`config.mk`:
```
export PLATFORM = sky130hd
export DESIGN_NAME = light_sensor_pid_steering
export DESIGN_NICKNAME = d
export VERILOG_FILES = /design/src/design/lsps_pkg.sv /design/src/design/lsps_mul.sv /design/src/design/lsps_core.sv /design/src/design/light_sensor_pid_steering.sv
export SDC_FILE = /design/constraint.sdc
export NUM_CORES = 1
export LEC_CHECK = 0
export ABC_CLOCK_PERIOD_IN_PS = 12100
export BUFFER_PORTS_ARGS = -buffer_cell sky130_fd_sc_hd__buf_2
export CAP_MARGIN = 20
export CELL_PAD_IN_SITES_DETAIL_PLACEMENT = 1
export CELL_PAD_IN_SITES_GLOBAL_PLACEMENT = 1
export CORE_MARGIN = 3
export CORE_UTILIZATION = 46
export CTS_CLUSTER_SIZE = 24
export DETAILED_ROUTE_END_ITERATION = 6
export PLACE_DENSITY_LB_ADDON = 0.1
export SLEW_MARGIN = 25
export SYNTH_ARGS = -nofsm -noshare
export SYNTH_HDL_FRONTEND = slang
export SYNTH_SLANG_ARGS = --single-unit
```
`constraint.sdc`:
```
create_clock -name aclk -period 12.1 [get_ports aclk]
set_clock_uncertainty 0.15 [all_clocks]
set_input_delay 1.815 -clock aclk [delete_from_list [all_inputs] [get_ports aclk]]
set_output_delay 1.815 -clock aclk [all_outputs]
set_load 0.005 [all_outputs]
```
`src/design/lsps_pkg.sv`:
```
package lsps_pkg;

    localparam int SAMPLE_BITS  = 10;
    localparam int STEER_LIMIT  = 30;
    localparam int DEAD_BAND    = 5;
    localparam int DERIV_PERIOD = 24;
    localparam int INTEG_LIMIT  = 64000;
    localparam int ERR_MAX      = 32767;
    localparam int SPEED_MAX    = 100;

    // ceil(2^23/200) == ceil(2^22/100); exact for the operand ranges used
    localparam int RECIP        = 41944;
    localparam int DIV200_SHIFT = 23;
    localparam int DIV100_SHIFT = 22;

    localparam logic [3:0] REG_REFERENCE_LEVEL = 4'd0;
    localparam logic [3:0] REG_CLAMP_INTERVAL  = 4'd1;
    localparam logic [3:0] REG_ERROR_GAIN      = 4'd2;
    localparam logic [3:0] REG_BASE_SPEED      = 4'd3;

    localparam logic [9:0]  RST_REFERENCE_LEVEL = 10'd555;
    localparam logic [8:0]  RST_CLAMP_INTERVAL  = 9'd41;
    localparam logic [14:0] RST_ERROR_GAIN      = 15'd624;
    localparam logic [6:0]  RST_BASE_SPEED      = 7'd65;

    typedef struct packed {
        logic [9:0]  reference_level;
        logic [8:0]  clamp_interval;
        logic [14:0] error_gain;
        logic [6:0]  base_speed;
    } lsps_cfg_t;

    typedef struct packed {
        logic signed [5:0] steering;
        logic signed [7:0] right_speed;
        logic signed [7:0] left_speed;
        logic              go_right;
    } lsps_result_t;

endpackage

```
`src/design/lsps_mul.sv`:
```
module lsps_mul (
    input  logic [15:0] op_a,
    input  logic [15:0] op_b,
    output logic [31:0] prod
);

    assign prod = 32'(op_a) * 32'(op_b);

endmodule

```
`src/design/lsps_core.sv`:
```
module lsps_core (
    input  logic                        aclk,
    input  logic                        aresetn,
    input  lsps_pkg::lsps_cfg_t         cfg,
    input  logic                        in_valid,
    output logic                        in_ready,
    input  logic [lsps_pkg::SAMPLE_BITS-1:0] in_sample,
    output logic                        res_valid,
    input  logic                        res_ready,
    output lsps_pkg::lsps_result_t      res
);

    localparam int DW = ((lsps_pkg::SAMPLE_BITS > 10) ? lsps_pkg::SAMPLE_BITS : 10) + 2;

    typedef enum logic [6:0] {
        ST_IDLE  = 7'b0000001,
        ST_CLAMP = 7'b0000010,
        ST_ERR   = 7'b0000100,
        ST_INC   = 7'b0001000,
        ST_SUMA  = 7'b0010000,
        ST_SUMB  = 7'b0100000,
        ST_DIV   = 7'b1000000
    } lsps_state_t;

    localparam logic signed [DW-1:0] DB_S   = DW'(lsps_pkg::DEAD_BAND);
    localparam logic signed [18:0]   ILIM_S = 19'(lsps_pkg::INTEG_LIMIT);
    localparam logic [15:0]          RECIP_U = 16'(lsps_pkg::RECIP);

    function automatic logic signed [7:0] sat_speed(input logic signed [9:0] v);
        logic signed [9:0] lim;
        lim = 10'(lsps_pkg::SPEED_MAX);
        if (v > lim) begin
            return 8'(lim);
        end else if (v < -lim) begin
            return 8'(-lim);
        end
        return v[7:0];
    endfunction

    lsps_state_t state_reg, state_next;

    logic [lsps_pkg::SAMPLE_BITS-1:0] samp_reg, samp_next;
    logic [8:0]         d_mag_reg, d_mag_next;
    logic               d_neg_reg, d_neg_next;
    logic signed [15:0] err_reg, err_next;
    logic [15:0]        err_mag_reg, err_mag_next;
    logic               err_neg_reg, err_neg_next;
    logic               turn_reg, turn_next;
    logic signed [17:0] integ_reg, integ_next;
    logic signed [15:0] held_reg, held_next;
    logic signed [19:0] deriv_reg, deriv_next;
    logic [4:0]         tick_reg, tick_next;
    logic signed [25:0] sum_reg, sum_next;

    logic [15:0] mul_a, mul_b;
    logic [31:0] mul_p;

    logic signed [DW-1:0] d0, d_c, d_m, iv_s;
    logic [7:0]           q_inc;
    logic signed [8:0]    inc_s;
    logic signed [18:0]   acc_s;
    logic signed [16:0]   diff_s;
    logic signed [25:0]   e_x, i_x, d_x;
    logic [25:0]          s_mag;
    logic [17:0]          x_div;
    logic [13:0]          x_sat;
    logic [7:0]           q_div, q_clip;
    logic signed [8:0]    steer_s;
    logic signed [9:0]    base_s;

    lsps_mul u_mul (
        .op_a (mul_a),
        .op_b (mul_b),
        .prod (mul_p)
    );

    always_comb begin
        unique case (state_reg)
            ST_ERR: begin
                mul_a = 16'(d_mag_reg);
                mul_b = 16'(cfg.error_gain);
            end
            ST_INC: begin
                mul_a = err_mag_reg;
                mul_b = RECIP_U;
            end
            ST_DIV: begin
                mul_a = 16'(x_sat);
                mul_b = RECIP_U;
            end
            default: begin
                mul_a = '0;
                mul_b = '0;
            end
        endcase
    end

    // clamp, then dead band
    always_comb begin
        d0   = $signed(DW'(samp_reg)) - $signed(DW'(cfg.reference_level));
        iv_s = $signed(DW'(cfg.clamp_interval));
        if (d0 > iv_s) begin
            d_c = iv_s;
        end else if (d0 < -iv_s) begin
            d_c = -iv_s;
        end else if (d0 < DB_S && d0 > -DB_S) begin
            d_c = '0;
        end else begin
            d_c = d0;
        end
        d_m = d_c[DW-1] ? -d_c : d_c;
    end

    always_comb begin
        q_inc  = mul_p[lsps_pkg::DIV200_SHIFT+7:lsps_pkg::DIV200_SHIFT];
        inc_s  = err_neg_reg ? -$signed({1'b0, q_inc}) : $signed({1'b0, q_inc});
        acc_s  = 19'(integ_reg) + 19'(inc_s);
        diff_s = 17'(err_reg) - 17'(held_reg);
        e_x    = 26'(err_reg);
        i_x    = 26'(integ_reg);
        d_x    = 26'(deriv_reg);
        s_mag  = sum_reg[25] ? 26'(-sum_reg) : 26'(sum_reg);
        x_div  = s_mag[25:8];
        x_sat  = (x_div > 18'h03FFF) ? 14'h3FFF : x_div[13:0];
        q_div  = mul_p[lsps_pkg::DIV100_SHIFT+7:lsps_pkg::DIV100_SHIFT];
        q_clip = (q_div > 8'(lsps_pkg::STEER_LIMIT)) ? 8'(lsps_pkg::STEER_LIMIT) : q_div;
        steer_s = sum_reg[25] ? -$signed({1'b0, q_clip}) : $signed({1'b0, q_clip});
        base_s  = $signed(10'(cfg.base_speed));
    end

    always_comb begin
        state_next   = state_reg;
        samp_next    = samp_reg;
        d_mag_next   = d_mag_reg;
        d_neg_next   = d_neg_reg;
        err_next     = err_reg;
        err_mag_next = err_mag_reg;
        err_neg_next = err_neg_reg;
        turn_next    = turn_reg;
        integ_next   = integ_reg;
        held_next    = held_reg;
        deriv_next   = deriv_reg;
        tick_next    = tick_reg;
        sum_next     = sum_reg;
        unique case (state_reg)
            ST_IDLE: begin
                if (in_valid) begin
                    samp_next  = in_sample;
                    state_next = ST_CLAMP;
                end
            end
            ST_CLAMP: begin
                d_mag_next = d_m[8:0];
                d_neg_next = d_c[DW-1];
                state_next = ST_ERR;
            end
            ST_ERR: begin
                if (!d_neg_reg) begin
                    if (mul_p > 32'(lsps_pkg::ERR_MAX)) begin
                        err_next     = 16'sh7FFF;
                        err_mag_next = 16'h7FFF;
                    end else begin
                        err_next     = $signed(mul_p[15:0]);
                        err_mag_next = mul_p[15:0];
                    end
                end else begin
                    if (mul_p > 32'(lsps_pkg::ERR_MAX + 1)) begin
                        err_next     = 16'sh8000;
                        err_mag_next = 16'h8000;
                    end else begin
                        err_next     = $signed(16'h0000 - mul_p[15:0]);
                        err_mag_next = mul_p[15:0];
                    end
                end
                err_neg_next = d_neg_reg && (mul_p != 32'd0);
                turn_next    = d_neg_reg || (mul_p == 32'd0);
                state_next   = ST_INC;
            end
            ST_INC: begin
                if (tick_reg >= 5'(lsps_pkg::DERIV_PERIOD)) begin
                    deriv_next = 20'(diff_s) <<< 3;
                    held_next  = err_reg;
                    tick_next  = '0;
                end else begin
                    tick_next = tick_reg + 5'd1;
                end
                if (acc_s < ILIM_S && acc_s > -ILIM_S) begin
                    integ_next = acc_s[17:0];
                end
                state_next = ST_SUMA;
            end
            ST_SUMA: begin
                sum_next   = (e_x <<< 3) + (e_x <<< 1) + (i_x <<< 2);
                state_next = ST_SUMB;
            end
            ST_SUMB: begin
                sum_next   = sum_reg + (d_x <<< 4) + (d_x <<< 3) + d_x;
                state_next = ST_DIV;
            end
            ST_DIV: begin
                if (res_ready) begin
                    state_next = ST_IDLE;
                end
            end
            default: begin
                state_next = ST_IDLE;
            end
        endcase
    end

    always_ff @(posedge aclk) begin
        if (!aresetn) begin
            state_reg <= ST_IDLE;
            integ_reg <= '0;
            held_reg  <= '0;
            deriv_reg <= '0;
            tick_reg  <= '0;
        end else begin
            state_reg <= state_next;
            integ_reg <= integ_next;
            held_reg  <= held_next;
            deriv_reg <= deriv_next;
            tick_reg  <= tick_next;
        end
    end

    always_ff @(posedge aclk) begin
        samp_reg    <= samp_next;
        d_mag_reg   <= d_mag_next;
        d_neg_reg   <= d_neg_next;
        err_reg     <= err_next;
        err_mag_reg <= err_mag_next;
        err_neg_reg <= err_neg_next;
        turn_reg    <= turn_next;
        sum_reg     <= sum_next;
    end

    assign in_ready  = (state_reg == ST_IDLE);
    assign res_valid = (state_reg == ST_DIV);

    always_comb begin
        res.steering    = steer_s[5:0];
        res.right_speed = sat_speed(base_s + 10'(steer_s));
        res.left_speed  = sat_speed(base_s - 10'(steer_s));
        res.go_right    = turn_reg;
    end

endmodule

```
`src/design/light_sensor_pid_steering.sv`:
```
// Channel   Direction  Handshake              Beat contents
// s_        in         s_valid / s_ready      s_light_sample
// m_        out        m_valid / m_ready      m_steering, m_right_speed, m_left_speed,
//                                             m_go_right
// cfg_      in         cfg_valid / cfg_ready  cfg_index, cfg_data
//
// Each sample passes through the accept cycle, clamp, then five sequencer steps (error
// scale, divide by 200, two sum steps, divide by 100) before the next is accepted;
// the scale and both divides share a single 16x16 multiplier.
// Reset (aresetn low, synchronous) restores the register defaults and clears the
// integral, derivative, held error and tick count.
// A result waiting in the output register does not block the next sample; the last
// sequencer step holds until that register is free.
module light_sensor_pid_steering (
    input  logic                                aclk,
    input  logic                                aresetn,
    input  logic                                s_valid,
    output logic                                s_ready,
    input  logic [lsps_pkg::SAMPLE_BITS-1:0]    s_light_sample,
    output logic                                m_valid,
    input  logic                                m_ready,
    output logic signed [5:0]                   m_steering,
    output logic signed [7:0]                   m_right_speed,
    output logic signed [7:0]                   m_left_speed,
    output logic                                m_go_right,
    input  logic                                cfg_valid,
    output logic                                cfg_ready,
    input  logic [3:0]                          cfg_index,
    input  logic [14:0]                         cfg_data
);

    lsps_pkg::lsps_cfg_t    cfg_reg;
    lsps_pkg::lsps_result_t res;
    lsps_pkg::lsps_result_t out_reg;
    logic                   m_valid_reg;
    logic                   res_valid;
    logic                   res_ready;

    assign cfg_ready = 1'b1;

    always_ff @(posedge aclk) begin
        if (!aresetn) begin
            cfg_reg.reference_level <= lsps_pkg::RST_REFERENCE_LEVEL;
            cfg_reg.clamp_interval  <= lsps_pkg::RST_CLAMP_INTERVAL;
            cfg_reg.error_gain      <= lsps_pkg::RST_ERROR_GAIN;
            cfg_reg.base_speed      <= lsps_pkg::RST_BASE_SPEED;
        end else if (cfg_valid) begin
            unique case (cfg_index)
                lsps_pkg::REG_REFERENCE_LEVEL: cfg_reg.reference_level <= cfg_data[9:0];
                lsps_pkg::REG_CLAMP_INTERVAL:  cfg_reg.clamp_interval  <= cfg_data[8:0];
                lsps_pkg::REG_ERROR_GAIN:      cfg_reg.error_gain      <= cfg_data;
                lsps_pkg::REG_BASE_SPEED:      cfg_reg.base_speed      <= cfg_data[6:0];
                default: begin
                end
            endcase
        end
    end

    lsps_core u_core (
        .aclk      (aclk),
        .aresetn   (aresetn),
        .cfg       (cfg_reg),
        .in_valid  (s_valid),
        .in_ready  (s_ready),
        .in_sample (s_light_sample),
        .res_valid (res_valid),
        .res_ready (res_ready),
        .res       (res)
    );

    assign res_ready = !m_valid_reg || m_ready;

    always_ff @(posedge aclk) begin
        if (!aresetn) begin
            m_valid_reg <= 1'b0;
        end else if (res_ready) begin
            m_valid_reg <= res_valid;
        end
    end

    always_ff @(posedge aclk) begin
        if (res_valid && res_ready) begin
            out_reg <= res;
        end
    end

    assign m_valid       = m_valid_reg;
    assign m_steering    = out_reg.steering;
    assign m_right_speed = out_reg.right_speed;
    assign m_left_speed  = out_reg.left_speed;
    assign m_go_right    = out_reg.go_right;

endmodule
```
==> impl_metrics.env <==
export IMPL_yosysMostFrequentCell="inv_1"
export IMPL_crit_required_ps=12260
export IMPL_synthCells=2691
export IMPL_crit_path_max_fanout=7
export IMPL_cts_max_level=1
export IMPL_start_kind="register"
export IMPL_cts_reportedPaths_clkPinSlew_ps=60
export IMPL_max_slew_margin_rel_pct=32.3
export IMPL_internal_power_mw=2.05
export IMPL_worstHoldEndpoint="u_core.held_reg[11]"
export IMPL_p_seq_share_pct=21.8
export IMPL_power_frac_comb_pct=52.0
export IMPL_synth_area_leaders="fa_1, edfxtp_1, ha_1"
export IMPL_clock_fmax_ghz=0.0857
export IMPL_clockBufferDepth=3
export IMPL_crit_path_top_delay_cell="fa_1"
export IMPL_synth_top_area_share_pct=20.6
export IMPL_drive_gt1_share_pct=11.1
export IMPL_hold_start="u_core.held_reg[11]"
export IMPL_crit_type="register to register"
export IMPL_rows=83
export IMPL_yosysWarnings=0
export IMPL_synth_cell_types=109
export IMPL_maxSlewViolCount=0
export IMPL_async_flop_share_pct=0
export IMPL_drc_errors=0
export IMPL_synth_seq_cells=206
export IMPL_rr_worst_depth=44
export IMPL_worstSetupStartpoint="u_core.state_reg[0]"
export IMPL_largest_register_ffs=41
export IMPL_min_period_ps=11670
export IMPL_synth_top_area_cell="fa_1"
export IMPL_multi_input_area_um2=17800
export IMPL_antenna_left=0
export IMPL_crit_path_frequent_cell="inv_1"
export IMPL_ys_top_cells_by_count="inv_1, fa_1, ha_1, nor2_1, nand2_1"
export IMPL_synth_edf_count=101
export IMPL_routedWlPerCell_um=22.0
export IMPL_layout_nets=3350
export IMPL_dp_hpwl_um=63900
export IMPL_leakage_nw=12.4
export IMPL_status="completed"
export IMPL_max_stage_delay_ps=580
export IMPL_dpl_worst_slack_ps=-263
export IMPL_core_um2=51500
export IMPL_routed_wl_um=77600
export IMPL_synth_flop_cell="dfxtp_1"
export IMPL_power_switching_mw=1.48
export IMPL_dieArea_um2=55100
export IMPL_avgSynthCellArea_um2=8.94
export IMPL_reg2reg_from="u_core.state_reg[0]"
export IMPL_areaGrowthSynthToFinish_pct=12.8
export IMPL_dr_pass1_iters=5
export IMPL_hp_class="register to register"
export IMPL_swShare_pct=41.9
export IMPL_clkSinkCount=206
export IMPL_start_util_pct=46.7
export IMPL_drv_cap=0
export IMPL_hold_buffers=0
export IMPL_critPathArrivalTime_ps=11820
export IMPL_p_clk_share_pct=26.3
export IMPL_antenna_found_initial=1
export IMPL_fill_cells=6004
export IMPL_clkLatencyLatePin_ps=580
export IMPL_vias=20081
export IMPL_synth_area_um2=24000
export IMPL_fp_dieW_um=235
export IMPL_peakVddDrop_mv=0.165
export IMPL_ys_seq_area_share_pct=21.4
export IMPL_worstMarginPinSlew_ps=1000
export IMPL_fin_ws_ps=434
export IMPL_finalHoldViolCount=0
export IMPL_seqCellArea_um2=5130
export IMPL_gp_congestion=0.912
export IMPL_r2r_end="m_left_speed[4]"
export IMPL_cts_root_buf="clkbuf_16"
export IMPL_port_buffers=58
export IMPL_powerDensity_nw_per_um2=130
export IMPL_finalSetupViolations=0
export IMPL_initialDrtViolationCount=1022
export IMPL_holdPathStages=2
export IMPL_grt_pass1_vias=21605
export IMPL_fin_crit_sh_pct=96.4
export IMPL_chipHeight_um=235
export IMPL_io_pins=60
export IMPL_antennaDiodeCount=0
export IMPL_cts_buffers_inserted=28
export IMPL_rrSetupSlack_ps=430
export IMPL_grt_max_degree=54
export IMPL_setup_worst_path_end_class="register"
export IMPL_cts_tree="built"
export IMPL_viasPerCell=5.68
export IMPL_grt_pass1_wl_um=122000
export IMPL_post_route_util_pct=52.7
export IMPL_track_usage_pct=27.7
export IMPL_overflow=0
-- worst max path at each step --
| stage | end | slack (ps) | depth (start not counted) |
|---|---|---|---|
| floorplan | u_core.integ_reg[10] | 420 | 39 |
| global placement | m_right_speed[2] | 50 | 42 |
| detailed placement | u_core.integ_reg[9] | -260 | 44 |
| CTS | u_core.integ_reg[9] | 50 | 45 |
| global route | u_core.integ_reg[9] | -50 | 44 |
| finish | m_left_speed[4] | 430 | 44 |
-- area by class of cell --
cell class                      count  share of cell area (%)
Multi-Input combinational cell   2082                    65.5
Sequential cell                   206                    18.9
Inverter                          374                    5.20
Timing Repair Buffer              139                    3.48
Tap cell                          680                    3.14
Clock buffer                       30                    2.61
Clock inverter                     22                    1.19
-- per-layer routing --
layer,routed length (um),share of wire [%],GRT usage [%]
met4,1960,2.5,5.92
met5,10,0.013,0
met1,35400,46,38.2
met2,37100,48,46.9
met3,3230,4.2,3.31
-- cell usage in the layout, fill, tap and decap left out, drive strengths merged, types with 25 or more instances in the layout --
cell and instances:
nand3 82, buf 138, a21oi 176, or3 25, clkbuf 31, xnor2 69, inv 375, xor2 53
nor2 238, edfxtp 101, o21a 32, o21ai 130, dfxtp 105, fa 247, conb 57, nand2 203
mux2i 43, ha 238, a21o 61, nor3 58
-- worst max-delay path, delay by kind of cell (launching register included) --
family                   cells  cell delay [ps]
buffers and inverters       13             1510
multiplexers                 1              260
AND/OR/NAND/NOR              8             2220
adder cells (fa/ha/maj)      9             4120
AO/OA/AOI/OAI               13             2780
flip-flops                   1              340
-- repair_timing --
action	in CTS	in global routing
pin swaps	0	12
gates cloned	0	0
resized for setup	17	70
endpoints found under the setup margin	30	34
setup buffers	0	9
-- through the flow --
step / hold slack, ps / total power, mW / setup TNS, ps / instances / cell area [um2]
2_1_floorplan: 250 / 1.95 / 0 / 2746 / 24300
3_3_place_gp: 293 / 2.45 / 0 / 3471 / 25600
3_5_place_dp: 329 / 2.51 / -4990 / 3471 / 25600
4_1_cts: 341 / 3.47 / 0 / 3523 / 26700
5_1_grt: 358 / 3.77 / -149 / 3533 / 27100
6_report: 337 / 3.53 / 0 / 3533 / 27100
-- power groups by stage --
stage                     registers, mW  logic [mW]  clock network, mW
final                             0.769        1.83              0.926
after detailed placement          0.784        1.73                  0
after floorplan                   0.778        1.18                  0
after global routing              0.769        2.03              0.974
after CTS                         0.769        1.76              0.943
after global placement            0.784        1.67                  0
-- cells by family (layout without fill, tap and decap cells) --
kind of cell | Yosys count | count (layout) | synth area share (%)
buffers and inverters | 458 | 565 | 7.40
adder cells (fa/ha/maj) | 485 | 485 | 32.9
other | 2 | 57 | 0.0312
AO/OA/AOI/OAI | 607 | 607 | 16.7
flip-flops | 206 | 206 | 21.4
AND/OR/NAND/NOR | 763 | 763 | 15.1
multiplexers | 48 | 48 | 2.04
XOR/XNOR | 122 | 122 | 4.48
(Power assumes the default switching activity.)
